### src/hdl/coap_hdr_pkg.sv
// Shared types and constants for the CoAP message header parser.
`timescale 1ns / 1ps

package coap_hdr_pkg;

  localparam int TOKEN_CAP = 8;
  localparam int QUEUE_DEPTH = 4;
  localparam logic [7:0] PAYLOAD_MARKER = 8'hFF;

  typedef enum logic [2:0] {
    EV_HEADER   = 3'd0,
    EV_OPTION   = 3'd1,
    EV_PAYLOAD  = 3'd2,
    EV_END      = 3'd3,
    EV_BADHDR   = 3'd4,
    EV_TRUNC    = 3'd5,
    EV_OVERSIZE = 3'd6
  } event_kind_t;

  typedef enum logic [1:0] {
    REG_EXPECTED_VERSION = 2'd0,
    REG_TOKEN_LIMIT      = 2'd1,
    REG_OPTION_LIMIT     = 2'd2
  } reg_index_t;

  typedef struct packed {
    logic [1:0] expected_version;
    logic [3:0] token_limit;
    logic [4:0] option_limit;
  } cfg_t;

  typedef struct packed {
    event_kind_t kind;
    logic [1:0]  msg_type;
    logic [3:0]  token_len;
    logic [63:0] token_bytes;
    logic [7:0]  code_byte;
    logic [15:0] message_id;
    logic        is_request;
    logic [7:0]  option_number;
    logic [3:0]  option_length;
    logic [9:0]  value_offset;
    logic        ends_message;
  } event_t;

endpackage

### src/hdl/coap_hdr_front.sv
// Byte-level parse engine: header, token and option walk, one event per byte at most.
`timescale 1ns / 1ps

module coap_hdr_front import coap_hdr_pkg::*; #(
  parameter int MAX_DATAGRAM = 1024,
  parameter int MAX_OPTIONS = 16
) (
  input  logic       clk,
  input  logic       rst,
  input  logic       take,
  input  logic [7:0] data_byte,
  input  logic       last_byte,
  input  cfg_t       cfg,
  output logic       ev_valid,
  output event_t     ev
);

  localparam int PosW = $clog2(MAX_DATAGRAM + 1);
  localparam int OptW = $clog2(MAX_OPTIONS + 1);
  localparam int SumW = (PosW >= 10) ? PosW + 1 : 11;

  typedef enum logic [3:0] {
    PH_H0, PH_H1, PH_H2, PH_H3, PH_TOKEN, PH_OPTHDR, PH_OPTVAL, PH_PAYLOAD, PH_DRAIN
  } phase_t;

  phase_t          phase, phase_next;
  logic [PosW-1:0] pos;
  logic [7:0]      hdr_first, hdr_first_next;
  logic [7:0]      hdr_code, hdr_code_next;
  logic [15:0]     hdr_msgid, hdr_msgid_next;
  logic [63:0]     token_store, token_store_next;
  logic [3:0]      bytes_left, bytes_left_next;
  logic [OptW-1:0] options_seen, options_seen_next;
  logic [7:0]      last_num, last_num_next;

  logic [SumW-1:0] pos_wide, pos_inc;
  logic [3:0]      tok_lim;
  logic [4:0]      opt_lim;
  logic [7:0]      num;
  logic [3:0]      len;
  event_kind_t     kind;
  logic [7:0]      ev_onum;
  logic [3:0]      ev_olen;
  logic [9:0]      ev_off;
  logic            ev_ends;

  always_comb begin
    pos_wide = SumW'(pos);
    pos_inc = pos_wide + SumW'(1);
    tok_lim = (cfg.token_limit > 4'(TOKEN_CAP)) ? 4'(TOKEN_CAP) : cfg.token_limit;
    opt_lim = (cfg.option_limit > 5'(MAX_OPTIONS)) ? 5'(MAX_OPTIONS) : cfg.option_limit;
    num = last_num + {4'd0, data_byte[7:4]};
    len = data_byte[3:0];

    phase_next = phase;
    hdr_first_next = hdr_first;
    hdr_code_next = hdr_code;
    hdr_msgid_next = hdr_msgid;
    token_store_next = token_store;
    bytes_left_next = bytes_left;
    options_seen_next = options_seen;
    last_num_next = last_num;
    ev_valid = 1'b0;
    kind = EV_HEADER;
    ev_onum = 8'd0;
    ev_olen = 4'd0;
    ev_off = 10'd0;
    ev_ends = last_byte;

    if (phase != PH_DRAIN && pos >= PosW'(MAX_DATAGRAM)) begin
      ev_valid = 1'b1;
      kind = EV_OVERSIZE;
      phase_next = PH_DRAIN;
    end else begin
      unique case (phase)
        PH_H0: begin
          hdr_first_next = data_byte;
          phase_next = PH_H1;
          if (last_byte) begin
            ev_valid = 1'b1;
            kind = EV_TRUNC;
          end
        end
        PH_H1: begin
          hdr_code_next = data_byte;
          phase_next = PH_H2;
          if (last_byte) begin
            ev_valid = 1'b1;
            kind = EV_TRUNC;
          end
        end
        PH_H2: begin
          hdr_msgid_next = {data_byte, 8'd0};
          phase_next = PH_H3;
          if (last_byte) begin
            ev_valid = 1'b1;
            kind = EV_TRUNC;
          end
        end
        PH_H3: begin
          hdr_msgid_next = {hdr_msgid[15:8], data_byte};
          if (hdr_first[7:6] != cfg.expected_version || hdr_first[3:0] > tok_lim) begin
            ev_valid = 1'b1;
            kind = EV_BADHDR;
            phase_next = PH_DRAIN;
          end else if (hdr_first[3:0] == 4'd0) begin
            ev_valid = 1'b1;
            kind = EV_HEADER;
            phase_next = PH_OPTHDR;
          end else if (last_byte) begin
            ev_valid = 1'b1;
            kind = EV_TRUNC;
          end else begin
            bytes_left_next = hdr_first[3:0];
            phase_next = PH_TOKEN;
          end
        end
        PH_TOKEN: begin
          token_store_next = {token_store[55:0], data_byte};
          bytes_left_next = bytes_left - 4'd1;
          if (bytes_left_next == 4'd0) begin
            ev_valid = 1'b1;
            kind = EV_HEADER;
            phase_next = PH_OPTHDR;
          end else if (last_byte) begin
            ev_valid = 1'b1;
            kind = EV_TRUNC;
          end
        end
        PH_OPTHDR: begin
          ev_valid = 1'b1;
          if (5'(options_seen) >= opt_lim) begin
            kind = EV_PAYLOAD;
            ev_off = pos_wide[9:0];
            phase_next = PH_PAYLOAD;
          end else if (data_byte == PAYLOAD_MARKER) begin
            kind = EV_PAYLOAD;
            ev_off = pos_inc[9:0];
            phase_next = PH_PAYLOAD;
          end else begin
            last_num_next = num;
            options_seen_next = options_seen + OptW'(1);
            if (last_byte && len != 4'd0) begin
              kind = EV_TRUNC;
            end else begin
              kind = EV_OPTION;
              ev_onum = num;
              ev_olen = len;
              ev_off = pos_inc[9:0];
              if (len != 4'd0) begin
                bytes_left_next = len;
                phase_next = PH_OPTVAL;
              end
            end
          end
        end
        PH_OPTVAL: begin
          bytes_left_next = bytes_left - 4'd1;
          if (bytes_left_next == 4'd0) begin
            phase_next = PH_OPTHDR;
            if (last_byte) begin
              ev_valid = 1'b1;
              kind = EV_END;
              ev_off = pos_wide[9:0];
            end
          end else if (last_byte) begin
            ev_valid = 1'b1;
            kind = EV_TRUNC;
          end
        end
        PH_PAYLOAD: begin
          if (last_byte) begin
            ev_valid = 1'b1;
            kind = EV_END;
            ev_off = pos_wide[9:0];
          end
        end
        PH_DRAIN: begin
        end
        default: begin
          phase_next = PH_DRAIN;
        end
      endcase
    end

    ev.kind = kind;
    ev.msg_type = hdr_first_next[5:4];
    ev.token_len = hdr_first_next[3:0];
    ev.token_bytes = token_store_next;
    ev.code_byte = hdr_code_next;
    ev.message_id = hdr_msgid_next;
    ev.is_request = (hdr_code_next >= 8'd1) && (hdr_code_next <= 8'd4);
    ev.option_number = ev_onum;
    ev.option_length = ev_olen;
    ev.value_offset = ev_off;
    ev.ends_message = ev_ends;
  end

  always_ff @(posedge clk) begin
    if (rst || (take && last_byte)) begin
      phase <= PH_H0;
      pos <= '0;
      hdr_first <= 8'd0;
      hdr_code <= 8'd0;
      hdr_msgid <= 16'd0;
      token_store <= 64'd0;
      bytes_left <= 4'd0;
      options_seen <= '0;
      last_num <= 8'd0;
    end else if (take) begin
      phase <= phase_next;
      if (pos < PosW'(MAX_DATAGRAM)) begin
        pos <= pos + PosW'(1);
      end
      hdr_first <= hdr_first_next;
      hdr_code <= hdr_code_next;
      hdr_msgid <= hdr_msgid_next;
      token_store <= token_store_next;
      bytes_left <= bytes_left_next;
      options_seen <= options_seen_next;
      last_num <= last_num_next;
    end
  end

endmodule

### src/hdl/coap_hdr_queue.sv
// Short event queue between the parse engine and the result port.
`timescale 1ns / 1ps

module coap_hdr_queue import coap_hdr_pkg::*; (
  input  logic   clk,
  input  logic   rst,
  input  logic   wr_en,
  input  event_t wr_data,
  output logic   full,
  input  logic   rd_en,
  output logic   empty,
  output event_t rd_data
);

  localparam int PtrW = $clog2(QUEUE_DEPTH);
  localparam int CntW = $clog2(QUEUE_DEPTH + 1);

  event_t          entries [QUEUE_DEPTH];
  logic [PtrW-1:0] wr_ptr;
  logic [PtrW-1:0] rd_ptr;
  logic [CntW-1:0] count;
  logic            do_wr;
  logic            do_rd;

  assign full = (count == CntW'(QUEUE_DEPTH));
  assign empty = (count == '0);
  assign do_wr = wr_en && !full;
  assign do_rd = rd_en && !empty;
  assign rd_data = entries[rd_ptr];

  always_ff @(posedge clk) begin
    if (do_wr) begin
      entries[wr_ptr] <= wr_data;
    end
  end

  always_ff @(posedge clk) begin
    if (rst) begin
      wr_ptr <= '0;
      rd_ptr <= '0;
      count <= '0;
    end else begin
      if (do_wr) begin
        wr_ptr <= wr_ptr + PtrW'(1);
      end
      if (do_rd) begin
        rd_ptr <= rd_ptr + PtrW'(1);
      end
      if (do_wr && !do_rd) begin
        count <= count + CntW'(1);
      end else if (do_rd && !do_wr) begin
        count <= count - CntW'(1);
      end
    end
  end

endmodule

### src/hdl/coap_message_header_parser_unit.sv
// CoAP message header parser: top level with configuration registers.
//
// Usage: datagram bytes enter through push/full, one byte per cycle while
// full is low, with last_byte marking the final byte. Each byte gives at
// most one event (header, option, payload start, end, bad header,
// truncated, oversize), which is queued and shown on the result ports
// while empty is low; pop takes the oldest one.
// Throughput: one byte per cycle while the result side keeps up.
// Each event is queued as its byte is taken, behind any older events.
// A four-entry event queue parts the parse engine from the result port;
// when the receiver stalls, full rises once four events wait and input
// stops until pop frees an entry. Bytes that give no event never fill it.
// Configuration: cfg_valid/cfg_ready write one register per request
// (index 0 expected version, 1 token limit, 2 option limit); cfg_ready is
// always high. Write only while no datagram is in progress.
// Reset: rst clears the parse state and the queue and loads the register
// defaults (version 1, token limit 8, option limit 16).
`timescale 1ns / 1ps

module coap_message_header_parser_unit import coap_hdr_pkg::*; #(
  parameter int MAX_DATAGRAM = 1024,
  parameter int MAX_OPTIONS = 16
) (
  input  logic        clk,
  input  logic        rst,
  input  logic        push,
  output logic        full,
  input  logic [7:0]  data_byte,
  input  logic        last_byte,
  output logic        empty,
  input  logic        pop,
  output logic [2:0]  event_kind,
  output logic [1:0]  msg_type,
  output logic [3:0]  token_len,
  output logic [63:0] token_bytes,
  output logic [7:0]  code_byte,
  output logic [15:0] message_id,
  output logic        is_request,
  output logic [7:0]  option_number,
  output logic [3:0]  option_length,
  output logic [9:0]  value_offset,
  output logic        ends_message,
  input  logic        cfg_valid,
  output logic        cfg_ready,
  input  logic [1:0]  cfg_index,
  input  logic [4:0]  cfg_data
);

  cfg_t   cfg;
  logic   take;
  logic   ev_valid;
  event_t ev;
  event_t head;

  assign cfg_ready = 1'b1;
  assign take = push && !full;

  always_ff @(posedge clk) begin
    if (rst) begin
      cfg.expected_version <= 2'd1;
      cfg.token_limit <= 4'd8;
      cfg.option_limit <= 5'd16;
    end else if (cfg_valid) begin
      unique case (cfg_index)
        REG_EXPECTED_VERSION: cfg.expected_version <= cfg_data[1:0];
        REG_TOKEN_LIMIT:      cfg.token_limit <= cfg_data[3:0];
        REG_OPTION_LIMIT:     cfg.option_limit <= cfg_data;
        default: begin
        end
      endcase
    end
  end

  coap_hdr_front #(
    .MAX_DATAGRAM(MAX_DATAGRAM),
    .MAX_OPTIONS(MAX_OPTIONS)
  ) u_front (
    .clk(clk),
    .rst(rst),
    .take(take),
    .data_byte(data_byte),
    .last_byte(last_byte),
    .cfg(cfg),
    .ev_valid(ev_valid),
    .ev(ev)
  );

  coap_hdr_queue u_queue (
    .clk(clk),
    .rst(rst),
    .wr_en(take && ev_valid),
    .wr_data(ev),
    .full(full),
    .rd_en(pop),
    .empty(empty),
    .rd_data(head)
  );

  assign event_kind = head.kind;
  assign msg_type = head.msg_type;
  assign token_len = head.token_len;
  assign token_bytes = head.token_bytes;
  assign code_byte = head.code_byte;
  assign message_id = head.message_id;
  assign is_request = head.is_request;
  assign option_number = head.option_number;
  assign option_length = head.option_length;
  assign value_offset = head.value_offset;
  assign ends_message = head.ends_message;

endmodule

### config.mk
export PLATFORM = sky130hd
export DESIGN_NAME = coap_message_header_parser_unit
export DESIGN_NICKNAME = d
export VERILOG_FILES = /design/src/hdl/coap_hdr_pkg.sv /design/src/hdl/coap_hdr_front.sv /design/src/hdl/coap_hdr_queue.sv /design/src/hdl/coap_message_header_parser_unit.sv
export SDC_FILE = /design/constraint.sdc
export NUM_CORES = 1
export LEC_CHECK = 0
export BUFFER_PORTS_ARGS = -buffer_cell sky130_fd_sc_hd__buf_4
export CAP_MARGIN = 15
export CORE_MARGIN = 2
export CORE_UTILIZATION = 50
export DETAILED_ROUTE_END_ITERATION = 10
export PLACE_DENSITY = 0.67
export SKIP_CTS_REPAIR_TIMING = 1
export SYNTH_ARGS = -nofsm -noshare
export SYNTH_HDL_FRONTEND = slang
export SYNTH_SLANG_ARGS = --single-unit
### constraint.sdc
create_clock -name clk -period 14.9 [get_ports clk]
set_clock_uncertainty 0.15 [all_clocks]
set_input_delay 0.745 -clock clk [delete_from_list [all_inputs] [get_ports clk]]
set_output_delay 0.745 -clock clk [all_outputs]
set_load 0.1 [all_outputs]
**After elaboration in Yosys (flattened, before gate mapping)**

Memory sizes are Yosys's and may differ from the RTL's. A register that Yosys moved wholly into a read port is not among the register bits.
Cells that the tools add are included.

- Multiplexer cells: 68
- Equal/unequal tests: 26
- Reductions and logical operators: 36
- Bitwise operators: 3
- Order comparisons: 8
- Add/subtract/negate cells: 9

Operators by type and width:

| cell | count |
|---|---|
| $mux 64 | 2 |
| $mux 4 | 22 |
| $mux 10 | 6 |
| $mux 8 | 7 |
| $mux 3 | 11 |
| $pmux 16 s2 | 1 |
| $pmux 10 s3 | 1 |
| $pmux 4 s7 | 1 |
| $pmux 3 s6 | 1 |
| $eq 4x3->1 const B | 4 |
| $mux 16 | 1 |
| $logic_not 4->1 | 3 |
| $mux 6 | 2 |
| $ne 2x2->1 const B | 6 |
| $pmux 4 s3 | 1 |
| $add 11x1->11 const B | 1 |
| $ge 11x11->1 const B | 1 |
| $lt 11x11->1 const B | 1 |
| $add 10x1->10 const B | 1 |
| $logic_and 1x1->1 | 10 |
| $ne 5x2->1 const B | 2 |
| $reduce_and 10->1 | 1 |
| $add 8x4->8 | 1 |
| $eq 4x2->1 const B | 2 |
| other kinds (41) | 61 |

- Output and inout port bits: 124
- Input port bits: 21
- Memories: 1
- Memory bits (writable): 484
- Register bits after elaboration: 146

Memory list:

| name | depth | width | rd ports | clocked after Yosys merged registers in | write ports | RTL line | text |
|---|---|---|---|---|---|---|---|
| u_queue.entries | 4 | 121 | 1 | 1 | 1 | coap_hdr_queue.sv:18 | `event_t entries [QUEUE_DEPTH];` |

**Depth between registers and ports, before layout**

- Word-level depth: 13
- Depth in mapped cells: 15

**Modules after synthesis**

From an unflattened synthesis, not the netlist that was laid out.

- Cells, all modules: 1,537
- Area, all modules: 25,609.6 um2

By module, submodules not included:

| module | area each (um2) | instances | sequential area each (um2) | cells each |
|---|---|---|---|---|
| coap_hdr_queue | 18,011.0 | 1 | 14,714.1 | 680 |
| coap_hdr_front | 7,111.8 | 1 | 2,562.5 | 808 |
| coap_message_header_parser_unit | 486.7 | 1 | 220.2 | 49 |

**Least setup slack after synthesis**

No wires, ideal clock.

- Path type: flip-flop to flip-flop
- Start: reg u_queue.count[0]
- End: mem u_queue.entries[0][0] (netlist bit) (enable)
- Buffers on the path: 1
- Setup slack: 9.338 ns
- Cell stages (with the launch flop): 6
- Arrival: 4.619 ns
- Data required time: 13.956 ns
- Path through: dfxtp_1 -> nor3b_1 -> nor2b_1 -> clkbuf_1 -> o21a_1 -> and2_1

- Cells in the longest elaborated chain, start to end: 7

Ends and longest elaborated chain:

| what | RTL line | text |
|---|---|---|
| start: declaration | coap_hdr_queue.sv:21 | `logic [CntW-1:0] count;` |
| start signal: assignment | coap_hdr_queue.sv:50 | `count <= count + CntW'(1);` |
| start signal: assignment | coap_hdr_queue.sv:52 | `count <= count - CntW'(1);` |
| $eq 3x3->1 * | coap_hdr_queue.sv:25 | `assign full = (count == CntW'(QUEUE_DEPTH));` |
| net full | coap_message_header_parser_unit.sv:27 | `output logic full,` |
| $logic_not 1->1 * | coap_hdr_queue.sv:27, coap_message_header_parser_unit.sv:56 |  |
| $logic_and 1x1->1 | coap_message_header_parser_unit.sv:56 | `assign take = push && !full;` |
| $logic_and 1x1->1 | coap_message_header_parser_unit.sv:91 | `.wr_en(take && ev_valid),` |
| $logic_and 1x1->1 * | coap_hdr_queue.sv:27 | `assign do_wr = wr_en && !full;` |
| net u_queue.do_wr | coap_hdr_queue.sv:22 | `logic do_wr;` |
| $mux 1 * | coap_hdr_queue.sv:32 | `if (do_wr) begin` |
| $mux 1 (implied by the code) * | coap_hdr_queue.sv:33 | `entries[wr_ptr] <= wr_data;` |
| end: declaration | coap_hdr_queue.sv:18 |  |

The timed path passes the listed nets; every way through them passes the cells marked *.

==> flow_metrics.env <==
export IMPL_status="finished clean"
export IMPL_grt_setup_unrepaired="false"
export IMPL_ys_types=61
export IMPL_synthTopCellsByCount="484 x edfxtp_1, 207 x nor2_1, 148 x dfxtp_1"
export IMPL_synth_nets=1657
export IMPL_drc=0
export IMPL_fin_tns_setup_ns=0
export IMPL_p_per_area_mw_per_mm2=195
export IMPL_synth_main_ff_cell="edfxtp_1"
export IMPL_p_seq_frac=0.375
export IMPL_syn_area_mm2=0.0253
export IMPL_vias_per_cell=5.75
export IMPL_first_iter_violations=1093
export IMPL_clockPowerShare=0.291
export IMPL_top_usage_layer="met2"
export IMPL_worst_pin_slew_ns=1.06
export IMPL_cp_data_arrival_time_ns=4.11
export IMPL_slew_violations=0
export IMPL_ant_nets=0
export IMPL_ys_ff_latch=632
export IMPL_worstPathMaxFanout=42
export IMPL_cp_required_ns=14.01
export IMPL_fin_crit_sh=0.336
export IMPL_worstSkewPairLatency_ns=0.64
export IMPL_syn_to_final_growth_pct=15.5
export IMPL_period_needed_ns=5.00
export IMPL_die_h_um=229
export IMPL_start_util=0.505
export IMPL_numClockSinks=632
export IMPL_cts_tree="yes"
export IMPL_die_area_mm2=0.0524
export IMPL_dr_total_vias=14200
export IMPL_fmax_mhz=200
export IMPL_synth_top_cells_by_area="edfxtp_1 57%, dfxtp_1 12%, mux4_2 11%, mux2_2 3.6%, nor2_1 3.1%"
export IMPL_clockBufferDepth=3
export IMPL_worstSetupEndpointType="output port"
export IMPL_setup_violations=0
export IMPL_clk_pin_slew_ns=0.06
export IMPL_h_tree_depth=2
export IMPL_finalHoldViolCount=0
export IMPL_antenna_found_initial=1
export IMPL_drive_above_1_share=0.271
export IMPL_cts_root_buf="clkbuf_16"
export IMPL_grt_pass1_wl_um=87000
export IMPL_routed_wl_um=56400
export IMPL_avgSynthCellArea_um2=15.7
export IMPL_peakVddDrop_v=0.000189
export IMPL_min_delay_start="cfg_data[4]"
export IMPL_met3_usage=0.0408
export IMPL_synth_area_leader_cell="edfxtp_1"
export IMPL_hold_class="input pin to flop"
export IMPL_cts_buffers=61
export IMPL_max_slew_margin_rel=0.294
export IMPL_synth_edf_count=484
export IMPL_maxCapViolCount=0
export IMPL_grt_use_met2=0.344
export IMPL_critical_path_class="flop to output port"
export IMPL_synth_top_cell_area_share=0.575
export IMPL_fill_cells=3877
export IMPL_r2r_end="u_queue.entries[3][112]"
export IMPL_yosys_warnings=0
export IMPL_routedWlPerCell_um=22.8
export IMPL_met1_usage=0.313
export IMPL_synth_most_common_cell="edfxtp_1"
export IMPL_p_switching_mw=2.17
export IMPL_first_pass_iters=7
export IMPL_fin_nets=1787
export IMPL_p_int_mw=3.51
export IMPL_switching_share=0.382
export IMPL_reg2reg_depth=10
export IMPL_regToRegSetupSlack_ns=10.36
export IMPL_rr_startpoint="u_front.bytes_left[0]"
export IMPL_min_to="cfg[4]"
export IMPL_grt_start_max_net_pins=90
export IMPL_ys_async_sr_fraction=0
export IMPL_port_buffers=143
export IMPL_fp_row_count=82
export IMPL_grt_overflow_total=0
export IMPL_postLayoutCoreUtil=0.583
export IMPL_ioPinCount=145
export IMPL_die_w_um=229
export IMPL_leakage_nw=10.1
export IMPL_post_synth_inst_count=1612
export IMPL_critPathLaunchType="flop"
export IMPL_gp_congestion=0.849
export IMPL_ys_seq_area_frac=0.692
export IMPL_grt_pass1_vias=14300
export IMPL_hpwl_um=35000
export IMPL_core_mm2=0.0501
export IMPL_combPwrFrac=0.334
export IMPL_whs_path_depth=3
export IMPL_grt_usage=0.218
## worst max-delay path, cell delays in order, from the launching register on
cell and delay (ns):
dfxtp_4 0.91, buf_4 0.81, buf_4 0.81, mux4_2 0.64
buf_4 0.26
## cell type report
class                      count  area, um2  area share
antenna                        1       2.50   0.0000857
clock buffer                  77       1690      0.0578
clock inverter                39        526      0.0180
inverter                      18       67.6     0.00231
multi-input combinational    869       7360       0.252
sequential                   632      17500       0.600
tap                          672        841      0.0288
timing repair buffer         160       1200      0.0413
## state kept, by name (all words and copies together), names as in the netlist, 5 cells and up, named ones only
name and count:
cfg 11, u_front.hdr_code 8, u_front.hdr_first 8, u_front.hdr_msgid 16, u_front.last_num 8, u_front.options_seen 5
u_front.pos 11, u_front.token_store 64, u_queue.entries 484
## stage by stage
step	hold slack [ns]	setup WS (ns)	area (um2)	cells	total power [mW]
after floorplan	0.283	9.34	25300	1612	3.67
after global placement	0.290	10.37	27000	2349	4.07
after detailed placement	0.297	10.35	27000	2350	4.08
after CTS	0.219	9.67	29200	2466	5.74
after global routing	0.247	9.44	29200	2467	5.88
final	0.235	9.90	29200	2468	5.69
## power groups by stage
stage	logic, mW	registers, mW	clock network (mW)
floorplan	1.56	2.11	0
global placement	1.90	2.16	0
detailed placement	1.91	2.17	0
CTS	1.92	2.13	1.69
global route	1.98	2.14	1.76
finish	1.90	2.13	1.66
## how the worst max path moves through the flow
| stage | to | depth (start not counted) | slack (ns) | from |
|---|---|---|---|---|
| 2_1_floorplan | u_queue.entries[0][0] | 5 | 9.34 | u_queue.count[0] |
| 3_3_place_gp | event_kind[1] | 4 | 10.37 | flop |
| 3_5_place_dp | token_bytes[1] | 4 | 10.35 | flop |
| 4_1_cts | token_bytes[1] | 4 | 9.67 | flop |
| 5_1_grt | token_bytes[1] | 4 | 9.44 | flop |
| 6_report | token_bytes[1] | 4 | 9.90 | flop |
## routing by layer
layer / up-vias / part of all wire
met4: 0 / 0.024
met2: 417 / 0.47
met3: 81 / 0.055
met1: 7261 / 0.45
met5: - / 0
li1: 6436 / -
## cells in the final DEF, fill, tap and decap left out, types with 11 or more instances in the layout
master	instances
edfxtp_1	484
nor2_1	207
buf_4	158
dfxtp_1	146
mux4_2	121
nand2_1	81
mux2_2	80
nor3_1	77
clkbuf_16	62
a21oi_1	47
o21ai_0	25
xor2_1	22
ha_1	22
inv_1	18
mux2i_1	17
clkinv_2	13
bufinv_16	11
## kinds of logic after synthesis
logic type	Yosys count	synth area share
compound gates	140	0.0353
simple gates	456	0.0816
fa+ha+maj	24	0.0125
other cells	1	0.000148
mux	218	0.150
buf+inv	111	0.0177
xor+xnor	30	0.0104
flops	632	0.692
No activity file was read; power rests on OpenSTA's default activity.
